==> src/sv/rpg_pkg.sv <==
// Shared constants, types and the sequencer state encoding for the permutation generator.
package rpg_pkg;

  // Field widths of the stream and configuration payloads
  localparam int WORD_W       = 32;
  localparam int VALUE_W      = 8;
  localparam int SIZE_W       = 9;

  // Default list depth and reset value of the size register
  localparam int MAX_SIZE_DEF = 256;
  localparam int SIZE_RESET   = 256;

  // Cells per first-level OR group of the extraction tree
  localparam int GRP_SIZE     = 16;

  // Sequencer states
  typedef enum logic [2:0] {
    ST_IDLE,
    ST_DIV,
    ST_SEL,
    ST_GRP,
    ST_FIN
  } state_t;

  // Command broadcast to every list cell
  typedef struct packed {
    logic restart;  // reload identity value
    logic shift;    // take neighbor value if at or above pick
    logic tap;      // capture own value if at pick, else zero
  } cell_cmd_t;

endpackage

==> src/sv/rpg_cell.sv <==
// One list cell: holds one remaining value, shifts down from its upper neighbor.
module rpg_cell #(
  parameter int VW  = 8,
  parameter int LW  = 9,
  parameter int IDX = 0
) (
  input  logic              clk,
  input  logic              rst_n,
  input  rpg_pkg::cell_cmd_t cmd,
  input  logic [LW-1:0]     pick,
  input  logic [VW-1:0]     nbr_val,
  output logic [VW-1:0]     val,
  output logic [VW-1:0]     tap
);

  logic [VW-1:0] val_r;
  logic [VW-1:0] tap_r;
  logic          hit;
  logic          above;

  assign hit   = (pick == LW'(IDX));
  assign above = (LW'(IDX) >= pick);

  // List entry: identity on reset or restart, else close the gap
  always_ff @(posedge clk) begin
    if (!rst_n || cmd.restart) begin
      val_r <= VW'(IDX);
    end else if (cmd.shift && above) begin
      val_r <= nbr_val;
    end
  end

  // Tap: masked copy of the entry for the OR tree
  always_ff @(posedge clk) begin
    if (cmd.tap) begin
      tap_r <= hit ? val_r : '0;
    end
  end

  assign val = val_r;
  assign tap = tap_r;

endmodule

==> config.mk <==
export PLATFORM = sky130hd
export DESIGN_NAME = rpg_cell
export DESIGN_NICKNAME = d
export VERILOG_FILES = /design/src/sv/rpg_pkg.sv /design/src/sv/rpg_cell.sv
export SDC_FILE = /design/constraint.sdc
export NUM_CORES = 1
export LEC_CHECK = 0
export ABC_AREA = 1
export BUFFER_PORTS_ARGS = -buffer_cell sky130_fd_sc_hd__buf_2
export CAP_MARGIN = 5
export CORE_MARGIN = 8
export CORE_UTILIZATION = 39
export DETAILED_ROUTE_END_ITERATION = 6
export GPL_ROUTABILITY_DRIVEN = 0
export GPL_TIMING_DRIVEN = 0
export PLACE_DENSITY = 0.77
export SYNTH_ARGS = -nofsm -noshare
export SYNTH_HDL_FRONTEND = slang
export SYNTH_SLANG_ARGS = --single-unit
==> constraint.sdc <==
create_clock -name clk -period 1.2 [get_ports clk]
set_clock_uncertainty 0.2 [all_clocks]
set_input_delay 0.12 -clock clk [delete_from_list [all_inputs] [get_ports clk]]
set_output_delay 0.12 -clock clk [all_outputs]
set_load 0.03 [all_outputs]
# Word level (Yosys, flattened, before mapping)
# Cells that the tools add are included.
# op_classes
n_lt_le_gt_ge	1
n_reduce_logical	4
# op_table
cell	n
1-bit by 9-bit greater-or-equal comparator with 1-bit output, first input constant	1
9-bit zero test	1
1-bit logical AND	1
1-bit zero test	1
1-bit logical OR	1
# word_totals
elab_cells	7
inputBits	22
output_inout_bits	16
ff_bits	16

# Longest topological paths before layout
# logic_depth
word_depth	2
depth_mapped	7
ltp_nobuf	7

# Worst setup path after synthesis
# OpenSTA, ideal clock, no wires.
# synth_timing
path_kind	input-to-reg
from	input port pick[1]
to	register val_r[0] (netlist: val[0])
required_time_ps	936
path_stages	6
path_slack_ps	39
setup_ps	64
n_path_buf	0
arrival_time_ps	896
cell_sequence	or2_1 > nor2_4 > nand3_4 > nand2_1 > inv_1 > nor2_1
# synth_via
elab_chain_cells	2
# synth_lines
item	line_no	rtl
start: declaration	rpg_cell.sv:10	input logic [LW-1:0] pick,
1-bit by 9-bit greater-or-equal comparator with 1-bit output	rpg_cell.sv:22	assign above = (LW'(IDX) >= pick);
1-bit logical AND	rpg_cell.sv:28	end else if (cmd.shift && above) begin
end signal: assignment	rpg_cell.sv:27	val_r <= VW'(IDX);
end signal: assignment	rpg_cell.sv:29	val_r <= nbr_val;
end: declaration	rpg_cell.sv:16	logic [VW-1:0] val_r;
# Every way passes these cells.
# A chain may end at the register's enable or synchronous reset.

# Final worst setup path
# layout_timing
from	register val_r[6] (netlist: val[6])
to	output port val[6]
# layout_lines
item	line_no	rtl
end: declaration	rpg_cell.sv:12	output logic [VW-1:0] val,
# No word-level cell between the ends.

==> run summary <==
Die Span Y - 59.58 um
Most common cell in the netlist - inv_1
Synth Instances - 91
Finish-stage setup viols - 0
CP max FO - 2
Area share of fa/ha/maj cells after synthesis - 0
N_diodes - 0
Area after DPL - 952.2 um^2
Dpl hpwl - 1349 um
Peak Freq - 0.8567 GHz
HP Class - input port to register
Yosys top cell by area - edfxtp_1
FF+latch count, synth - 16
Fin crit period - 1.167 ns
Worst slew margin - 0.6650
Maxcap violations - 0
Fin. Hold Viols - 5
Tightest Pin Transition - 0.5006 ns
Arr. time, crit path - 0.85 ns
Mux share of post-synthesis cell area - 0
Initial DRC count - 7
Clock transition at path regs - 0.09 ns
Synth cell count leaders - inv_1 (25), nor2_1 (19), nand2_1 (17)
Bufs and invs on worst path - 1
Peak VDD IR - 0.0003958 V
Fin crit share - 0.9727
Total global-route track usage - 0.1030
CTS tree - yes
Syn Std Cell Area - 740.7 um^2
Clock root cell - clkbuf_4
Yosys warns - 0
Max-slew violation count - 0
DRC violations left - 0
Failing checks - hold timing
Io pins - 38
Post-synth EDFFs - 8
Pwr per Cell Area - 926.3 nW/um^2
Area grow syn2layout - 44.26%
Nets - 163
# rows - 15
Share of cells above drive strength 1 - 0.3071
Setup bufs post-CTS - 0
GRT overflow - 0
Vias per cell - 4.315
RSZ-0062 raised after global routing - false
Synth Area per Inst - 8.140 um^2
Clk sinks - 16
First-pass GRT wire length - 2863 um
Die width - 59.58 um
Port bufs - 36
Outcome - finished, violations left
Most used DFF post-synth - edfxtp_1
Layout Utilization - 0.6057
Largest family of logic cells by synthesized area - simple AND/OR/NAND/NOR gates
Antenna Nets Post-Route - 0
Crit path capture type - primary output
Pleak - 0.0005177 uW
Core box area - 1764 um^2
H-tree depth - 1
Initial antenna violation count - 0
Post-detailed-route wirelength per cell - 10.43 um
Clk buf depth - 2
WP data required - 0.88 ns
Top-area cell type share of the netlist area - 0.3243
Die Area - 3550 um^2
Leading post-synthesis cells by cell area - edfxtp_1 (32%), dfxtp_1 (22%), inv_1 (13%), nor2_1 (9.6%), nand2_1 (8.6%)
Mapped Nets - 113
Final WL - 1721 um
DR pass1 iterations - 4
Critical path's top delay family - flip-flops
Starting density of the core - 0.4199
Critical Path Start Type - register
Post-synthesis xor/xnor area fraction - 0
Critical Path Max Stage Delay - 0.36 ns
Worst-skew pair later-pin latency - 0.29 ns
WS Path Type - register to primary output
Register area share after synthesis - 0.5405
Pin count of the biggest net entering global routing - 11
Inserted Clock Buffers - 3
Simple-gate share of the synthesized area - 0.3277
Netlist cell types - 12
Vias in the first global route - 688
Crit path cell chain - buf_2
Hold WS - -0.01576 ns
Synth async-reset ratio - 0
Synth Area in Compound Gates - 0
Final instance area - 1069 um^2
Worst path slowest cell - dfxtp_1
Routed vias - 712
## per-layer routing
layer,share of wire,up-vias,global-route usage
li1,-,374,-
met1,0.43,305,0.1122
met2,0.47,30,0.1695
met3,0.081,3,0.02603
met4,0.016,0,0.07143
met5,0,-,0
## cell type report
class	count	area [um^2]
plain buffers	1	3.754
clock buffers	3	22.52
clock inverters	1	3.754
fillers	172	695.7
inverters	25	93.84
multi-input cells	49	242.7
flip-flops and latches	16	400.4
well taps	25	31.28
repair buffers	45	270.3
## cell families after synthesis
| family | Yosys count |
|---|---|
| AND/OR/NAND/NOR | 49 |
| flip-flops | 16 |
| buffers and inverters | 26 |
## where the power goes
| group | switching (uW) | internal [uW] | leakage [uW] |
|---|---|---|---|
| registers | 2.08 | 580 | 0.000147 |
| clock network | 162 | 121 | 0.0000154 |
| logic | 66.2 | 58.6 | 0.000355 |
| total | 230 | 760 | 0.000518 |
## stage by stage
stage / setup TNS, ns / worst slack, ns / total power, uW / std cells
CTS: 0 / 0.02500 / 992.2 / 165
global route: 0 / 0.003184 / 1018 / 165
detailed placement: -2.779 / -0.2005 / 698.9 / 152
floorplan: 0 / 0.03943 / 646.8 / 91
finish: 0 / 0.03278 / 989.7 / 165
global placement: -2.350 / -0.1565 / 696.4 / 152
## what timing repair did
| item | CTS | global route |
|---|---|---|
| resized for setup | 0 | 0 |
| hold buffers | 9 | 0 |
| endpoints found under the setup margin | 0 | 1 |
| hold endpoints to repair | 16 | 0 |
## sequential cells by signal, summed over array words and instances, names as in the netlist
signal / cells
tap: 8
val: 8
## final timing paths
path | start | to | slack [ns] | cells after the start
worst max register to register | val[6]$_SDFFE_PP0P_ | tap[6]$_SDFFCE_PP0P_ | 0.31 | 2
worst min register to register | val[5]$_SDFFE_PP0P_ | val[5]$_SDFFE_PP0P_ | 0.34 | 4
worst max-delay path | val[6]$_SDFFE_PP0P_ | val[6] | 0.03 | 1
worst min-delay path | cmd[2] | val[3]$_SDFFE_PP0P_ | -0.02 | 4
## layout by cell type (no fill, tap or decap)
master and n:
clkbuf_1 1, inv_1 25, nor2_1 19, dfxtp_1 8, nand2_1 17, nand2_2 1, or2_1 1, clkbuf_4 3
buf_2 36, clkinv_1 1, nand4_1 8, edfxtp_1 8, nor3_4 1, nand3_4 1, nor2_4 1, dlygate4sd3_1 9
## worst min-delay path, delay by kind of cell
family | cells | cell delay (ns)
simple gates | 3 | 0.24
buf+inv | 1 | 0.08
Power figures use the tool's default switching activity.
