**config.mk**
```make
export PLATFORM = sky130hd
export DESIGN_NAME = rpg_mod_unit
export DESIGN_NICKNAME = d
export VERILOG_FILES = /design/src/sv/rpg_pkg.sv /design/src/sv/rpg_mod_unit.sv
export SDC_FILE = /design/constraint.sdc
export NUM_CORES = 1
export LEC_CHECK = 0
export BUFFER_PORTS_ARGS = -buffer_cell sky130_fd_sc_hd__buf_2
export CAP_MARGIN = 5
export CORE_MARGIN = 4
export CORE_UTILIZATION = 30
export DETAILED_ROUTE_END_ITERATION = 16
export PLACE_DENSITY = 0.47
export SETUP_SLACK_MARGIN = 0.1
export SLEW_MARGIN = 10
export SYNTH_ARGS = -nofsm -noshare
export SYNTH_HDL_FRONTEND = slang
export SYNTH_SLANG_ARGS = --single-unit
```
**constraint.sdc**
```tcl
create_clock -name clk -period 3 [get_ports clk]
set_input_delay 0.15 -clock clk [delete_from_list [all_inputs] [get_ports clk]]
set_output_delay 0.15 -clock clk [all_outputs]
set_load 0.02 [all_outputs]
```
**src/sv/rpg_pkg.sv**
```systemverilog
// Shared constants, types and the sequencer state encoding for the permutation generator.
package rpg_pkg;

  // Field widths of the stream and configuration payloads
  localparam int WORD_W       = 32;
  localparam int VALUE_W      = 8;
  localparam int SIZE_W       = 9;

  // Default list depth and reset value of the size register
  localparam int MAX_SIZE_DEF = 256;
  localparam int SIZE_RESET   = 256;

  // Cells per first-level OR group of the extraction tree
  localparam int GRP_SIZE     = 16;

  // Sequencer states
  typedef enum logic [2:0] {
    ST_IDLE,
    ST_DIV,
    ST_SEL,
    ST_GRP,
    ST_FIN
  } state_t;

  // Command broadcast to every list cell
  typedef struct packed {
    logic restart;  // reload identity value
    logic shift;    // take neighbor value if at or above pick
    logic tap;      // capture own value if at pick, else zero
  } cell_cmd_t;

endpackage

```
**src/sv/rpg_mod_unit.sv**
```systemverilog
// Serial restoring remainder unit: one dividend bit per cycle.
module rpg_mod_unit #(
  parameter int LW = 9
) (
  input  logic                       clk,
  input  logic                       rst_n,
  input  logic                       start,
  input  logic [rpg_pkg::WORD_W-1:0] word,
  input  logic [LW-1:0]              divisor,
  output logic                       busy,
  output logic [LW-1:0]              rem
);

  localparam int CNT_W = $clog2(rpg_pkg::WORD_W);

  logic                       busy_r, busy_nxt;
  logic [CNT_W-1:0]           cnt_r, cnt_nxt;
  logic [rpg_pkg::WORD_W-1:0] word_r, word_nxt;
  logic [LW-1:0]              rem_r, rem_nxt;
  logic [LW-1:0]              div_r, div_nxt;
  logic [LW:0]                trial;
  logic [LW:0]                diff;

  // Shift in the next dividend bit and subtract when it fits
  assign trial = {rem_r, word_r[rpg_pkg::WORD_W-1]};
  assign diff  = trial - {1'b0, div_r};

  always_comb begin
    busy_nxt = busy_r;
    cnt_nxt  = cnt_r;
    word_nxt = word_r;
    rem_nxt  = rem_r;
    div_nxt  = div_r;
    if (start) begin
      busy_nxt = 1'b1;
      cnt_nxt  = '0;
      word_nxt = word;
      rem_nxt  = '0;
      div_nxt  = divisor;
    end else if (busy_r) begin
      word_nxt = {word_r[rpg_pkg::WORD_W-2:0], 1'b0};
      rem_nxt  = (trial >= {1'b0, div_r}) ? diff[LW-1:0] : trial[LW-1:0];
      cnt_nxt  = cnt_r + 1'b1;
      if (cnt_r == {CNT_W{1'b1}}) begin
        busy_nxt = 1'b0;
      end
    end
  end

  always_ff @(posedge clk) begin
    if (!rst_n) begin
      busy_r <= 1'b0;
      cnt_r  <= '0;
    end else begin
      busy_r <= busy_nxt;
      cnt_r  <= cnt_nxt;
    end
  end

  always_ff @(posedge clk) begin
    word_r <= word_nxt;
    rem_r  <= rem_nxt;
    div_r  <= div_nxt;
  end

  assign busy = busy_r;
  assign rem  = rem_r;

endmodule

```
After elaboration in Yosys (flattened, before gate mapping)
Cells that the tools add are included.

storage, ports and cells
  register bits = 56
  memories = 0
  bits in read-only memories = 0
  input port bits = 44
  bits in latches = 0
  word-level logic and storage cells = 18
  memory bits (writable) = 0
  output and inout bits = 10

cells by class
  magnitude comparators = 1
  $mul = 0
  div/mod/pow operators = 0
  equal/unequal tests = 1
  multiplexer cells = 6
  add/subtract/negate cells = 2
  bitwise gates (word level) = 1
  shift-type cells = 0
  reductions and logical operators = 2

operators with widths
  cell                   count
  $mux W32               2
  $ge A10 B9 Y1          1
  $mux W9                1
  $sub A9 B9 Y9          1
  $add A5 B1 Y5 const B  1
  $eq A5 B5 Y1 const B   1
  $mux W1                3
  $reduce_bool A2 Y1     1
  $reduce_or A2 Y1       1
  $not A1 Y1             1

Depth between registers and ports, before layout
  depth after elaboration = 4
  mapped depth = 10
  mapped depth without buffers = 10

Least setup slack after synthesis
OpenSTA, ideal clock, no wires.

  path kind = register -> register
  from = register word_r[31] in the netlist's numbering
  to = register rem_r[0] (netlist: rem[0])
  buffers on the path = 0
  setup slack = 817 ps
  clock period less this slack = 2,183 ps
  stages on the path, launching flop included = 11
  library setup time = 79 ps
  arrival time = 2,104 ps
  data required time = 2,921 ps
  path through = edfxtp_1 > inv_1 > ha_1 > inv_1 > fa_1 > a21oi_1 > o21ai_2 > o22ai_2 > a21oi_4 > mux2_4 > a211oi_2

on the way
  word-level cells in the longest chain between the ends = 2
  elaborated cells between the ends (all ways) = 3
  those cells by class = add/sub (1); order compare (1); mux (1)

ends and longest elaborated chain
  what                                            RTL line                                source
  from (decl)                                     rpg_mod_unit.sv:18                      logic [rpg_pkg::WORD_W-1:0] word_r, word_nxt;
  from (signal assigned)                          rpg_mod_unit.sv:61                      word_r <= word_nxt;
  $sub A9 B9 Y9 or $ge A10 B9 Y1 (tied branches)  rpg_mod_unit.sv:26, rpg_mod_unit.sv:42
  $mux W9 *                                       rpg_mod_unit.sv:42                      rem_nxt = (trial >= {1'b0, div_r}) ? diff[LW-1:0] : trial[LW-1:0];
  to (signal assigned)                            rpg_mod_unit.sv:62                      rem_r <= rem_nxt;
  to (decl)                                       rpg_mod_unit.sv:19                      logic [LW-1:0] rem_r, rem_nxt;

Mark *: on every way between the ends. The rest lies on a longest branch, timed or not.
A chain may end at the register's enable or synchronous reset.

Worst setup path in the final report
Same ends and word-level chain as after synthesis.

==> flow_summary_export.csv <==
group,metric,value,unit
logic_synthesis,synthTopCellsByCount,"edfxtp_1 (41), mux2_2 (31), nor2_1 (16)",
global_routing,grt_max_degree,52,
timing,finalHoldViolCount,0,
timing,worst_pin_slew,0.646,ns
place,numPlacedInstances,358,
finish,fin_area,3220,um2
global_routing,grt_use_total,10.7,%
setup_path,crit_type,"reg -> reg",
place,gp_congestion,0.839,
drt,wirelength,5180,um
floorplanning,core_area,8680,um2
pwr,switchingPower,0.440,mW
finish,area_delta_synth_final,20.5,%
logic_synthesis,synth-seq-cells,56,
pwr,intPower,1.23,mW
pwr,leakagePower,1.31,nW
setup_path,cp-end-kind,"flip-flop",
job,cap_viol_max_count,0,
setup_path,required,3.23,ns
floorplanning,io_pins,54,
clock_tree,clock_path_buffers,2,
status,status,"finished clean",
logic_synthesis,synth.most_common_cell,"edfxtp_1",
timing,fin_setup_tns,0,ns
setup_path,path_max_fanout,9,
drt,drc,0,
floorplanning,die-height,102,um
floorplanning,die_w,102,um
logic_synthesis,synth_seq_area_share,57.2,%
finish,diodes,0,
pwr,p_clk_share,25.5,%
global_routing,grt_overflow,0,
setup_path,worstPathArrival,2.61,ns
pwr,p_total,1.67,mW
clock_tree,cts_resized,0,
drt,via_count,1700,
finish,fin_nets,318,
floorplanning,initial_core_util,30.8,%
place,placed_cell_area,3080,um2
drt,drt-initial-drc-count,68,
logic_synthesis,netlist_area,2680,um2
finish,fill_cells,891,
pwr,pwr-share-comb,18.5,%
timing,fin_worst_skew,0.00740,ns
global_routing,grt_pass1_wl,8680,um
timing,max_freq,0.421,GHz
timing,finalSetupViolCount,0,
logic_synthesis,postSynthCellCount,201,
logic_synthesis,synth_flop_cell,"edfxtp_1",
timing,rsz0062_at_grt,"no",
pwr,seqPwrFrac,56.1,%
logic_synthesis,yosysWarnings,0,
drt,viasPerCell,4.58,
logic_synthesis,avgSynthCellArea,13.3,um2
pwr,vdd_ir_drop_max,0.000186,V
clock_tree,insertion_delay,0.31,ns
clock_tree,htree_levels,2,
drt,drtPass1Iterations,4,
clock_tree,clock-sinks,56,
clock_tree,cts_buffers,5,
pwr,swShare,26.4,%
logic_synthesis,yosys-top-cells-area,"edfxtp_1 (46%), mux2_2 (13%), dfxtp_1 (11%), ha_1 (5.1%), mux2i_1 (3.7%)",
timing,hold_ws,0.0153,ns
drt,ant_nets,0,
logic_synthesis,synth_edf_count,41,
timing,fin_crit,2.38,ns
drt,routedWlPerCell,14.0,um
global_routing,antenna_found_initial,0,
global_routing,grt_pass1_vias,1729,
clock_tree,cts_tree,"yes",
place,io_buffers,53,
logic_synthesis,async_reset_ff_share,0,%
logic_synthesis,synth_cell_types,40,
place,hpwl,3510,um
min_path,hold_class,"in -> reg",
clock_tree,clk_pin_slew,0.10,ns
timing,fin_crit_sh,79.2,%
logic_synthesis,synth_top_cell_area_share,46.0,%
setup_path,start_kind,"flip-flop",
floorplanning,die-area,10500,um2
timing,drv_slew,0,
floorplanning,rows,34,
timing,relSlewSlack,56.9,%
logic_synthesis,syn_nets,257,
pwr,power_density,518,nW/um2
finish,fin_cells,371,
logic_synthesis,yosysTopAreaCell,"edfxtp_1",
finish,drive_above_1_share,38.8,%
clock_tree,cts_root_buf,"clkbuf_8",
metal layers:
layer,vias up,track usage [%],share of wire [%]
li1,858,-,-
met1,803,14.5,48
met2,37,16.3,46
met3,2,3.41,5.5
met4,0,3.03,0.69
met5,-,0,0
layout make-up:
| class | count | area (um2) | share of cell area [%] |
|---|---|---|---|
| well taps | 108 | 135 | 4.19 |
| multi-input cells | 125 | 1070 | 33.2 |
| inverters | 13 | 48.8 | 1.51 |
| clock buffers | 6 | 72.6 | 2.25 |
| clock inverters | 2 | 16.3 | 0.505 |
| repair buffers | 61 | 350 | 10.9 |
| flip-flops and latches | 56 | 1530 | 47.5 |
timing repair:
action                    4_1_cts  5_1_grt
hold endpoints to repair        2        3
buffers inserted                0        0
hold buffers                    2        3
critical path, cell delays in order (launching register included):
cell and delay [ns]:
edfxtp_1 0.37, inv_1 0.08, ha_1 0.16, inv_1 0.05
fa_1 0.40, a21oi_1 0.22, o21ai_2 0.10, o22ai_2 0.22
a21oi_4 0.16, mux2_4 0.34, a211oi_2 0.21
power groups by stage:
stage | Combinational (mW) | Sequential (mW) | Clock (mW)
floorplan | 0.207 | 0.959 | 0
global placement | 0.307 | 0.954 | 0
detailed placement | 0.305 | 0.954 | 0
CTS | 0.310 | 0.937 | 0.448
global route | 0.347 | 0.945 | 0.478
finish | 0.309 | 0.935 | 0.425
logic make-up after synthesis:
| group | count (synthesis) | share of synthesized area (%) |
|---|---|---|
| flops | 56 | 57.2 |
| fa+ha+maj | 12 | 5.89 |
| mux | 42 | 17.4 |
| xor+xnor | 8 | 2.62 |
| compound gates | 26 | 7.25 |
| simple gates | 37 | 6.83 |
| buf+inv | 20 | 2.81 |
placed cells by master, fill, tap and decap left out, types with 2 or more instances in the layout:
cell type,netlist,final
a211oi_1,6,6
ha_1,11,11
inv_1,13,13
buf_2,0,53
a21oi_1,6,6
nor2_1,16,16
nand2_1,4,4
buf_4,0,2
clkbuf_8,0,5
dfxtp_1,15,15
o21ai_0,2,2
mux2i_1,10,10
nand4_1,2,2
edfxtp_1,41,41
nor3_1,2,2
nand2b_1,2,2
xor2_1,4,4
nand3_1,2,2
nor2b_1,2,2
xnor2_1,4,4
mux2_2,31,31
o21a_1,2,2
dlygate4sd3_1,0,5
per-stage QoR:
step           utilization [%]  setup WS (ns)
4_1_cts                   36.8          0.598
3_3_place_gp              35.5          0.681
3_5_place_dp              35.5          0.659
2_1_floorplan                -          0.817
5_1_grt                   37.1          0.419
6_report                  37.1          0.623
registers in the layout (all words and copies together) (netlist names):
register and cells:
rem 9, busy 1, cnt_r 5, div_r 9, word_r 32
worst paths after layout:
check / start / to / slack [ns] / cells after the start
max: word_r[31]$_DFFE_PP_ / rem[0]$_SDFFE_PP0P_ / 0.62 / 10
min: divisor[8] / div_r[8]$_DFFE_PP_ / 0.02 / 1
max reg2reg: word_r[31]$_DFFE_PP_ / rem[0]$_SDFFE_PP0P_ / 0.62 / 10
min reg2reg: cnt_r[3]$_SDFFE_PP0P_ / cnt_r[3]$_SDFFE_PP0P_ / 0.52 / 2
Power figures use the tool's default switching activity.
